### src/hw/rtl/sq2d_pkg.sv
// ----------------------------------------------------------------------------
// sq2d_pkg
// Shared constants and helpers for the fixed-point to decimal text converter.
// ----------------------------------------------------------------------------
package sq2d_pkg;

	localparam int unsigned VALUE_W = 16;
	localparam int unsigned CHAR_W  = 7;
	localparam int unsigned FD_W    = 3;

	localparam logic [FD_W-1:0] FD_LAST = 3'd7;

	localparam logic [CHAR_W-1:0] CH_ZERO  = 7'h30;
	localparam logic [CHAR_W-1:0] CH_MINUS = 7'h2D;
	localparam logic [CHAR_W-1:0] CH_POINT = 7'h2E;

	function automatic logic [3:0] dabble_adj(input logic [3:0] d);
		dabble_adj = (d >= 4'd5) ? (d + 4'd3) : d;
	endfunction

endpackage

### src/hw/rtl/sq2d_bcd.sv
// ----------------------------------------------------------------------------
// sq2d_bcd
// Iterative binary to BCD converter, one shift-and-adjust step per cycle.
// ----------------------------------------------------------------------------
module sq2d_bcd #(
	parameter int unsigned IW = 8,
	parameter int unsigned ND = 3
) (
	input  logic            clk,
	input  logic            arst_n,
	input  logic            go,
	input  logic [IW-1:0]   bin,
	output logic            done,
	output logic [4*ND-1:0] bcd
);

	localparam int unsigned CW = $clog2(IW);

	logic [IW-1:0]   bin_q;
	logic [4*ND-1:0] bcd_q;
	logic [CW-1:0]   cnt_q;
	logic            run_q;
	logic            done_q;
	logic [4*ND-1:0] adj;

	always_comb begin
		for (int i = 0; i < ND; i++) begin
			adj[4*i +: 4] = sq2d_pkg::dabble_adj(bcd_q[4*i +: 4]);
		end
	end

	always_ff @(posedge clk or negedge arst_n) begin
		if (!arst_n) begin
			run_q  <= 1'b0;
			done_q <= 1'b0;
			cnt_q  <= '0;
		end else begin
			done_q <= 1'b0;
			if (go) begin
				run_q <= 1'b1;
				cnt_q <= '0;
			end else if (run_q) begin
				cnt_q <= cnt_q + 1'b1;
				if (cnt_q == CW'(IW - 1)) begin
					run_q  <= 1'b0;
					done_q <= 1'b1;
				end
			end
		end
	end

	always_ff @(posedge clk) begin
		if (go) begin
			bin_q <= bin;
			bcd_q <= '0;
		end else if (run_q) begin
			bin_q <= {bin_q[IW-2:0], 1'b0};
			bcd_q <= {adj[4*ND-2:0], bin_q[IW-1]};
		end
	end

	assign done = done_q;
	assign bcd  = bcd_q;

endmodule

### src/hw/rtl/signed_q8_8_to_decimal_ascii.sv
// ----------------------------------------------------------------------------
// signed_q8_8_to_decimal_ascii
// Converts a signed fixed-point value into its decimal ASCII text.
// ----------------------------------------------------------------------------
// A request is taken when start is high and busy is low. Busy then stays high
// until the cycle in which the last character is registered, and that character
// is shown in the first cycle in which busy is low. The (16 - FRAC_BITS)-bit
// integer part is first turned into BCD by an iterative shift-and-adjust unit.
// Then come the sign (for a negative value), each integer digit position in
// turn (leading zero positions give no character), and, when the fraction is
// not zero, the point and every fraction digit, the latter from a shared
// multiply-by-ten step. Each character is shown for exactly one cycle with
// strobe high and last marks the final one; the receiver cannot stall the
// output.
// ----------------------------------------------------------------------------
module signed_q8_8_to_decimal_ascii #(
	parameter int unsigned FRAC_BITS = 8
) (
	input  logic                               clk,
	input  logic                               arst_n,
	input  logic                               start,
	output logic                               busy,
	input  logic signed [sq2d_pkg::VALUE_W-1:0] value,
	output logic                               strobe,
	output logic [sq2d_pkg::CHAR_W-1:0]        ch,
	output logic                               last
);

	localparam int unsigned IW = sq2d_pkg::VALUE_W - FRAC_BITS;
	localparam int unsigned ND = (IW * 3) / 10 + 1;
	localparam int unsigned RW = $clog2(ND + 1);

	typedef enum logic [2:0] {
		S_IDLE,
		S_CONV,
		S_SIGN,
		S_INT,
		S_DOT,
		S_FRAC
	} state_t;

	state_t                        state_q;
	logic                          neg_q;
	logic [FRAC_BITS-1:0]          frac_q;
	logic [4*ND-1:0]               digs_q;
	logic [RW-1:0]                 rem_q;
	logic                          started_q;
	logic [sq2d_pkg::FD_W-1:0]     fd_q;
	logic                          strobe_q;
	logic [sq2d_pkg::CHAR_W-1:0]   ch_q;
	logic                          last_q;

	logic                          accept;
	logic [sq2d_pkg::VALUE_W-1:0]  mag;
	logic                          bcd_done;
	logic [4*ND-1:0]               bcd;
	logic [3:0]                    top_dig;
	logic                          last_dig;
	logic [FRAC_BITS+3:0]          prod;
	logic [FRAC_BITS-1:0]          next_frac;

	assign accept   = start && !busy;
	assign mag      = value[sq2d_pkg::VALUE_W-1] ? (~value + 1'b1) : value;
	assign top_dig  = digs_q[4*ND-1 -: 4];
	assign last_dig = (rem_q == RW'(1));
	assign prod     = ({4'b0, frac_q} << 3) + ({4'b0, frac_q} << 1);
	assign next_frac = prod[FRAC_BITS-1:0];

	sq2d_bcd #(
		.IW(IW),
		.ND(ND)
	) u_bcd (
		.clk   (clk),
		.arst_n(arst_n),
		.go    (accept),
		.bin   (mag[sq2d_pkg::VALUE_W-1:FRAC_BITS]),
		.done  (bcd_done),
		.bcd   (bcd)
	);

	always_ff @(posedge clk or negedge arst_n) begin
		if (!arst_n) begin
			state_q   <= S_IDLE;
			strobe_q  <= 1'b0;
			ch_q      <= '0;
			last_q    <= 1'b0;
			started_q <= 1'b0;
			rem_q     <= '0;
			fd_q      <= '0;
		end else begin
			strobe_q <= 1'b0;
			last_q   <= 1'b0;
			case (state_q)
				S_IDLE: begin
					if (accept) begin
						state_q <= S_CONV;
					end
				end
				S_CONV: begin
					if (bcd_done) begin
						rem_q     <= RW'(ND);
						started_q <= 1'b0;
						state_q   <= neg_q ? S_SIGN : S_INT;
					end
				end
				S_SIGN: begin
					strobe_q <= 1'b1;
					ch_q     <= sq2d_pkg::CH_MINUS;
					state_q  <= S_INT;
				end
				S_INT: begin
					if (top_dig != 4'd0 || started_q || last_dig) begin
						strobe_q  <= 1'b1;
						ch_q      <= sq2d_pkg::CH_ZERO + {3'b0, top_dig};
						last_q    <= last_dig && (frac_q == '0);
						started_q <= 1'b1;
					end
					rem_q <= rem_q - 1'b1;
					if (last_dig) begin
						state_q <= (frac_q != '0) ? S_DOT : S_IDLE;
					end
				end
				S_DOT: begin
					strobe_q <= 1'b1;
					ch_q     <= sq2d_pkg::CH_POINT;
					fd_q     <= '0;
					state_q  <= S_FRAC;
				end
				S_FRAC: begin
					strobe_q <= 1'b1;
					ch_q     <= sq2d_pkg::CH_ZERO + {3'b0, prod[FRAC_BITS+3:FRAC_BITS]};
					fd_q     <= fd_q + 1'b1;
					if (next_frac == '0 || fd_q == sq2d_pkg::FD_LAST) begin
						last_q  <= 1'b1;
						state_q <= S_IDLE;
					end
				end
				default: begin
					state_q <= S_IDLE;
				end
			endcase
		end
	end

	always_ff @(posedge clk) begin
		if (accept) begin
			neg_q  <= value[sq2d_pkg::VALUE_W-1];
			frac_q <= mag[FRAC_BITS-1:0];
		end else if (state_q == S_FRAC) begin
			frac_q <= next_frac;
		end
		if (state_q == S_CONV && bcd_done) begin
			digs_q <= bcd;
		end else if (state_q == S_INT) begin
			digs_q <= {digs_q[4*ND-5:0], 4'b0};
		end
	end

	assign busy   = (state_q != S_IDLE);
	assign strobe = strobe_q;
	assign ch     = ch_q;
	assign last   = last_q;

	// A character only ever follows a cycle in which a request was in progress.
	a_strobe_from_busy: assert property (@(posedge clk) disable iff (!arst_n)
		strobe |-> $past(busy))
		else $error("strobe without a request in progress");

	// An accepted request makes the block busy on the next cycle.
	a_accept_busy: assert property (@(posedge clk) disable iff (!arst_n)
		(start && !busy) |=> busy)
		else $error("accepted request did not raise busy");

	// Fraction digits are only produced while some fraction remains.
	a_frac_nonzero: assert property (@(posedge clk) disable iff (!arst_n)
		(state_q == S_FRAC) |-> (frac_q != '0))
		else $error("fraction digit state with empty fraction");

	// The final-character flag never appears without a character.
	a_last_strobe: assert property (@(posedge clk) disable iff (!arst_n)
		last |-> strobe)
		else $error("last without strobe");

endmodule
### config.mk
export PLATFORM = sky130hd
export DESIGN_NAME = signed_q8_8_to_decimal_ascii
export DESIGN_NICKNAME = d
export VERILOG_FILES = /design/src/hw/rtl/sq2d_pkg.sv /design/src/hw/rtl/sq2d_bcd.sv /design/src/hw/rtl/signed_q8_8_to_decimal_ascii.sv
export SDC_FILE = /design/constraint.sdc
export NUM_CORES = 1
export LEC_CHECK = 0
export ABC_AREA = 1
export BUFFER_PORTS_ARGS = -buffer_cell sky130_fd_sc_hd__buf_2
export CORE_MARGIN = 2
export CORE_UTILIZATION = 30
export CTS_BUF_LIST = sky130_fd_sc_hd__clkbuf_16
export DETAILED_ROUTE_END_ITERATION = 8
export PLACE_DENSITY = 0.44
export SETUP_SLACK_MARGIN = 0.3
export SYNTH_ARGS = -nofsm -noshare
export SYNTH_HDL_FRONTEND = slang
export SYNTH_SLANG_ARGS = --single-unit
### constraint.sdc
create_clock -name clk -period 1.8 [get_ports clk]
set_input_delay 0.18 -clock clk [delete_from_list [all_inputs] [get_ports clk]]
set_output_delay 0.18 -clock clk [all_outputs]
set_load 0.02 [all_outputs]
==> impl_metrics.env, run 1 <==
export IMPL_maxSlewHeadroom_pct=65.84
export IMPL_vias=3124
export IMPL_critPathSlowestCell="fa_2"
export IMPL_place_area_um2=4135
export IMPL_final_cell_mix="nand2_1 (73), inv_1 (47), nor2_1 (41)"
export IMPL_setup_viol=4
export IMPL_insertion_delay_ns=0.32
export IMPL_clk_pin_slew_ns=0.05
export IMPL_syn_num_nets=487
export IMPL_design_area_um2=5041
export IMPL_diodes=0
export IMPL_crit_required_ns=1.98
export IMPL_clk_path_buf_depth=2
export IMPL_core_um2=12060
export IMPL_grt_pass1_wl_mm=14.32
export IMPL_start_kind="flip-flop"
export IMPL_path_delay_family="adder cells"
export IMPL_place_hpwl_mm=6.136
export IMPL_crit_type="flip-flop to flip-flop"
export IMPL_synth_edf_count=29
export IMPL_post_place_cells=651
export IMPL_power_density_nw_per_um2=1798
export IMPL_firstDrtPassIters=4
export IMPL_nets=556
export IMPL_final_antenna_net_count=0
export IMPL_yosysTopAreaCell="edfxtp_1"
export IMPL_period_needed_ns=1.838
export IMPL_setup_ws_ns=-0.03794
export IMPL_grt_total_usage_pct=13.78
export IMPL_hold_path_class="input pin to flip-flop"
export IMPL_cts_sinks=63
export IMPL_skew_ns=0.008606
export IMPL_first_global_vias=3012
export IMPL_die_area_um2=13310
export IMPL_grt_max_degree=23
export IMPL_drv_slew=0
export IMPL_whs_ns=0.1965
export IMPL_clock_fmax_mhz=544.1
export IMPL_yosysSeqAreaShare_pct=44.64
export IMPL_globalRoute_totalOverflow=0
export IMPL_htreeDepth=3
export IMPL_syn_avg_cell_area_um2=8.309
export IMPL_synthArstFlopShare_pct=34.92
export IMPL_fin_setup_tns_ns=-0.1024
export IMPL_synth_top_area_share_pct=23.39
export IMPL_drtIter0Drc=120
export IMPL_layout_cells_non_filler=690
export IMPL_viasPerCell=4.528
export IMPL_cp_buffers_inverters=2
export IMPL_crit_path_cell_trace="ha_2 > inv_2 > fa_2 > inv_2 > nor2_2 > nand2_1 > nor2_2 > nand3_2 > nand3_4 > o2111ai_2"
export IMPL_rows=40
export IMPL_tightestPinTransition_ns=0.5124
export IMPL_antenna_found_initial=0
export IMPL_syn_cell_area_um2=3722
export IMPL_grt_setup_unrepaired="true"
export IMPL_ys_ff_latch=63
export IMPL_start_util_pct=30.86
export IMPL_max_cap_violations=0
export IMPL_fin_crit_sh_pct=102.1
export IMPL_die_height_um=115.4
export IMPL_violations="setup timing"
export IMPL_vdd_ir_drop_worst_v=0.0007699
export IMPL_end_kind="flip-flop"
export IMPL_cts_tree="yes"
export IMPL_synthTopCellsByArea="edfxtp_1 (23%), dfrtp_1 (15%), nand2_1 (8.8%)"
export IMPL_synth_ff_type="edfxtp_1"
export IMPL_pin_count=29
export IMPL_cts_buffers=9
export IMPL_mostFrequentLayoutCell="nand2_1"
export IMPL_syn_to_final_growth_pct=35.43
export IMPL_die_w_um=115.4
export IMPL_drc=0
export IMPL_drive_gt1_share_pct=34.67
export IMPL_yosys_warnings=0
export IMPL_status="finished with violations"
export IMPL_leakage_nw=2.248
export IMPL_wl_per_cell_um=12.67
export IMPL_postSynthCellCount=448
export IMPL_port_buffers=27
export IMPL_hold_viol=0
export IMPL_place_congestion=0.8171
export IMPL_crit_arrival_ns=2.02
export IMPL_slowest_delay_ns=0.52
export IMPL_yosysUniqueCellTypes=45
export IMPL_wl_mm=8.739
export IMPL_nFillCells=1198
export IMPL_finalPower_mw=9.063
export IMPL_clockRootBuffer="clkbuf_16"
export IMPL_cp_max_fo=4
-- area by class of cell --
type | instances | area [um2] | share of cell area (%)
flip-flops and latches | 63 | 1665 | 33.04
multi-input cells | 308 | 2088 | 41.42
clock buffers | 9 | 225.2 | 4.468
well taps | 168 | 210.2 | 4.170
repair inverters | 1 | 7.507 | 0.1489
repair buffers | 65 | 478.0 | 9.481
inverters | 69 | 286.5 | 5.684
clock inverters | 7 | 80.08 | 1.588
-- Yosys cell counts (2+ instances only) --
cell and instances:
nand2_1 87, inv_1 54, nor2_1 46, nand3_1 36, edfxtp_1 29, a21oi_1 22
dfrtp_1 22, o21ai_0 22, ha_1 19, inv_2 14, dfxtp_1 12, o21ai_2 9
nand4_1 7, nor2_2 7, o21ai_1 6, xor2_1 6, o22ai_1 5, o31ai_1 4
a22oi_2 3, buf_2 3, buf_6 3, nand2_2 3, o32ai_1 3, a32oi_1 2
nand3_4 2, or2_1 2, or2_2 2
-- worst reg2reg max path, stage by stage (launching register included) --
cell and delay [ns]:
edfxtp_1 0.36, ha_2 0.19, inv_2 0.04, fa_2 0.52, inv_2 0.04, nor2_2 0.07
nand2_1 0.06, nor2_2 0.12, nand3_2 0.11, nand3_4 0.09, o2111ai_2 0.09
-- report_power, final --
| part | switching [mW] | internal (mW) | total [mW] | leakage (nW) |
|---|---|---|---|---|
| combinational | 2.57 | 2.03 | 4.60 | 1.45 |
| sequential | 0.416 | 2.25 | 2.66 | 0.644 |
| clock | 0.605 | 1.19 | 1.79 | 0.157 |
| total | 3.59 | 5.47 | 9.06 | 2.25 |
-- path summary, 6_finish.rpt --
| kind | from | to | slack [ns] | cells past startpoint |
|---|---|---|---|---|
| hold reg to reg | ch[5] | ch[5] | 0.45 | 1 |
| hold / removal | value[8] | u_bcd.bin_q[0] | 0.20 | 2 |
| setup / recovery | frac_q[2] | state_q[0] | -0.04 | 10 |
| min in group asynchronous | arst_n | fd_q[0] | 0.37 | 2 |
| max in group asynchronous | arst_n | state_q[1] | 1.05 | 2 |
| setup reg to reg | frac_q[2] | state_q[0] | -0.04 | 10 |
-- layer usage --
layer | GRT usage [%] | share of wire, %
met5 | 0 | 0
met4 | 3.855 | 0.88
met3 | 4.059 | 2.5
met2 | 22.65 | 48
met1 | 17.67 | 48
-- stage by stage --
step                util (%)  setup WS [ns]
global route           41.79        -0.1708
detailed placement     34.28       -0.07061
global placement       34.28       -0.01516
finish                 41.79       -0.03794
CTS                    39.10       -0.05000
floorplan                  -        0.08774
-- registers in the layout, indices dropped and copies added (netlist names) --
| signal | count |
|---|---|
| ch | 6 |
| digs_q | 12 |
| fd_q | 3 |
| frac_q | 8 |
| last | 1 |
| neg_q | 1 |
| rem_q | 2 |
| started_q | 1 |
| state_q | 3 |
| strobe | 1 |
| u_bcd.bcd | 12 |
| u_bcd.bin_q | 8 |
| u_bcd.cnt_q | 3 |
| u_bcd.done | 1 |
| u_bcd.run_q | 1 |
-- cell families (layout without fill, tap and decap cells) --
logic type	count (synthesis)	count (layout)	synth area share, %
and+or+nand+nor	198	198	24.10
buffers and inverters	77	151	8.638
AOI/OAI and AO/OA	82	82	13.95
DFF	63	63	44.64
adders and majority gates	20	20	6.924
other	1	1	0.1007
xor gates and xnor gates	7	7	1.647
-- what timing repair did --
| item | in CTS | in global routing |
|---|---|---|
| hold buffers | 1 | 0 |
| gates cloned | 1 | 0 |
| hold endpoints to repair | 22 | 0 |
| buffers inserted | 11 | 10 |
| pin swaps | 17 | 33 |
| resized for setup | 42 | 67 |
| endpoints found under the setup margin | 51 | 61 |
No activity file was read; power rests on OpenSTA's default activity.
==> inputs of run 2 (changes only) <==
- BUFFER_PORTS_ARGS: -buffer_cell sky130_fd_sc_hd__buf_2 -> -buffer_cell sky130_fd_sc_hd__buf_4
==> run 2 against run 1 <==
Critical path depth is the same. Critical endpoint unchanged. Clock-buffer cell count rose by 1. Via count up 1.5%. Core utilization is 0.29 points higher. The run still ends with setup timing left.
==> impl_metrics.env, run 2 (synthesized netlist as in run 1, its figures left out) <==
export IMPL_clk_pin_slew_ns=0.06
export IMPL_final_antenna_net_count=0
export IMPL_die_w_um=115.4
export IMPL_core_um2=12060
export IMPL_period_needed_ns=1.830
export IMPL_cts_sinks=63
export IMPL_grt_total_usage_pct=13.79
export IMPL_max_cap_violations=0
export IMPL_cp_buffers_inverters=2
export IMPL_drc=0
export IMPL_postLayoutCoreUtil_pct=42.09
export IMPL_design_area_um2=5076
export IMPL_die_area_um2=13310
export IMPL_htreeDepth=3
export IMPL_grt_pass1_wl_mm=14.36
export IMPL_drive_gt1_share_pct=35.63
export IMPL_end_kind="flip-flop"
export IMPL_cts_buffers=9
export IMPL_worstReg2RegStart="frac_q[0]"
export IMPL_power_density_nw_per_um2=1730
export IMPL_wl_per_cell_um=12.60
export IMPL_place_area_um2=4180
export IMPL_grt_setup_unrepaired="true"
export IMPL_viasPerCell=4.596
export IMPL_syn_to_final_growth_pct=36.37
export IMPL_crit_required_ns=1.99
export IMPL_setup_viol=3
export IMPL_clockRootBuffer="clkbuf_16"
export IMPL_vdd_ir_drop_worst_v=0.0006328
export IMPL_first_global_vias=3020
export IMPL_crit_type="flip-flop to flip-flop"
export IMPL_antenna_found_initial=0
export IMPL_rows=40
export IMPL_drv_slew=0
export IMPL_setup_ws_ns=-0.03016
export IMPL_crit_arrival_ns=2.02
export IMPL_place_congestion=0.8629
export IMPL_slowest_delay_ns=0.50
export IMPL_port_buffers=27
export IMPL_crit_path_frequent_cell="inv_2"
export IMPL_grt_max_degree=23
export IMPL_leakage_nw=2.259
export IMPL_firstDrtPassIters=4
export IMPL_insertion_delay_ns=0.33
export IMPL_drtIter0Drc=144
export IMPL_critPathSlowestCell="fa_1"
export IMPL_nets=556
export IMPL_hold_viol=0
export IMPL_worstSetupStartpoint="frac_q[0]"
export IMPL_cp_max_fo=4
export IMPL_cts_tree="yes"
export IMPL_place_hpwl_mm=6.243
export IMPL_hold_path_class="input pin to flip-flop"
export IMPL_vias=3171
export IMPL_final_cell_mix="nand2_1 (68), buf_4 (52), inv_1 (45)"
export IMPL_pin_count=29
export IMPL_start_util_pct=30.86
export IMPL_rrSetupSlack_ns=-0.03
export IMPL_path_delay_family="adder cells"
export IMPL_start_kind="flip-flop"
export IMPL_clock_fmax_mhz=546.4
export IMPL_clk_path_buf_depth=2
export IMPL_wl_mm=8.694
export IMPL_globalRoute_totalOverflow=0
export IMPL_hp_start="value[8]"
export IMPL_status="finished with violations"
export IMPL_violations="setup timing"
export IMPL_skew_ns=0.006686
export IMPL_crit_path_cell_trace="ha_2 > inv_2 > fa_1 > inv_2 > nor2_2 > nand2_1 > nor2_1 > nand3_2 > nand3_4 > o2111ai_2"
export IMPL_fin_crit_sh_pct=101.7
export IMPL_mostFrequentLayoutCell="nand2_1"
export IMPL_diodes=0
export IMPL_nFillCells=1232
export IMPL_die_height_um=115.4
-- run 2: what timing repair did --
| item | CTS | global route |
|---|---|---|
| cloned | 1 | 1 |
| endpoints found under the setup margin | 75 | 69 |
| hold buffers | 1 | 0 |
| buffers inserted | 6 | 17 |
| resized for setup | 28 | 84 |
| pin swaps | 13 | 31 |
| endpoints found under the hold margin | 22 | 0 |
-- run 2: metrics by stage --
| stage | hold slack (ns) | instances | TNS, ns | total power, mW | setup WS, ns |
|---|---|---|---|---|---|
| floorplan | -0.1156 | 448 | 0 | 5.052 | 0.08774 |
| global placement | 0.09350 | 648 | -0.01218 | 6.039 | -0.01218 |
| detailed placement | 0.09682 | 648 | -0.1832 | 6.069 | -0.08274 |
| CTS | 0.1580 | 672 | -0.1006 | 8.109 | -0.04465 |
| global route | 0.1682 | 690 | -0.8353 | 9.538 | -0.1996 |
| finish | 0.1722 | 690 | -0.05260 | 8.781 | -0.03016 |
-- run 2: path summary, 6_finish.rpt --
path | to | cells past startpoint
max reg2reg | state_q[0] | 10
min | u_bcd.bin_q[0] | 2
min in group asynchronous | fd_q[2] | 2
min reg2reg | u_bcd.bcd[0] | 2
max | state_q[0] | 10
max in group asynchronous | state_q[1] | 2
-- run 2: worst register-to-register path, stage by stage, from the launching register on --
cell and delay, ns:
edfxtp_1 0.36, ha_2 0.19, inv_2 0.04, fa_1 0.50, inv_2 0.05, nor2_2 0.07
nand2_1 0.05, nor2_1 0.13, nand3_2 0.12, nand3_4 0.10, o2111ai_2 0.09
-- run 2: area by class of cell --
cell class / count / area, um2 / share of cell area [%]
Clock buffer: 10 / 250.2 / 4.930
Multi-Input combinational cell: 308 / 2068 / 40.74
Clock inverter: 6 / 26.28 / 0.5176
Timing Repair inverter: 2 / 16.27 / 0.3204
Tap cell: 168 / 210.2 / 4.141
Timing Repair Buffer: 64 / 550.5 / 10.85
Inverter: 69 / 289.0 / 5.694
Sequential cell: 63 / 1665 / 32.81
-- run 2: where the power goes --
group	internal (mW)	switching (mW)	leakage, nW
clock	0.992	0.605	0.143
sequential	2.25	0.447	0.645
combinational	1.99	2.50	1.47
total	5.23	3.55	2.26
-- run 2: layer usage --
| layer | vias up | track usage [%] | share of wire, % |
|---|---|---|---|
| li1 | 1640 | - | - |
| met1 | 1494 | 18.04 | 48 |
| met2 | 32 | 22.34 | 48 |
| met3 | 5 | 4.217 | 3.1 |
| met4 | 0 | 3.373 | 0.68 |
| met5 | - | 0 | 0 |
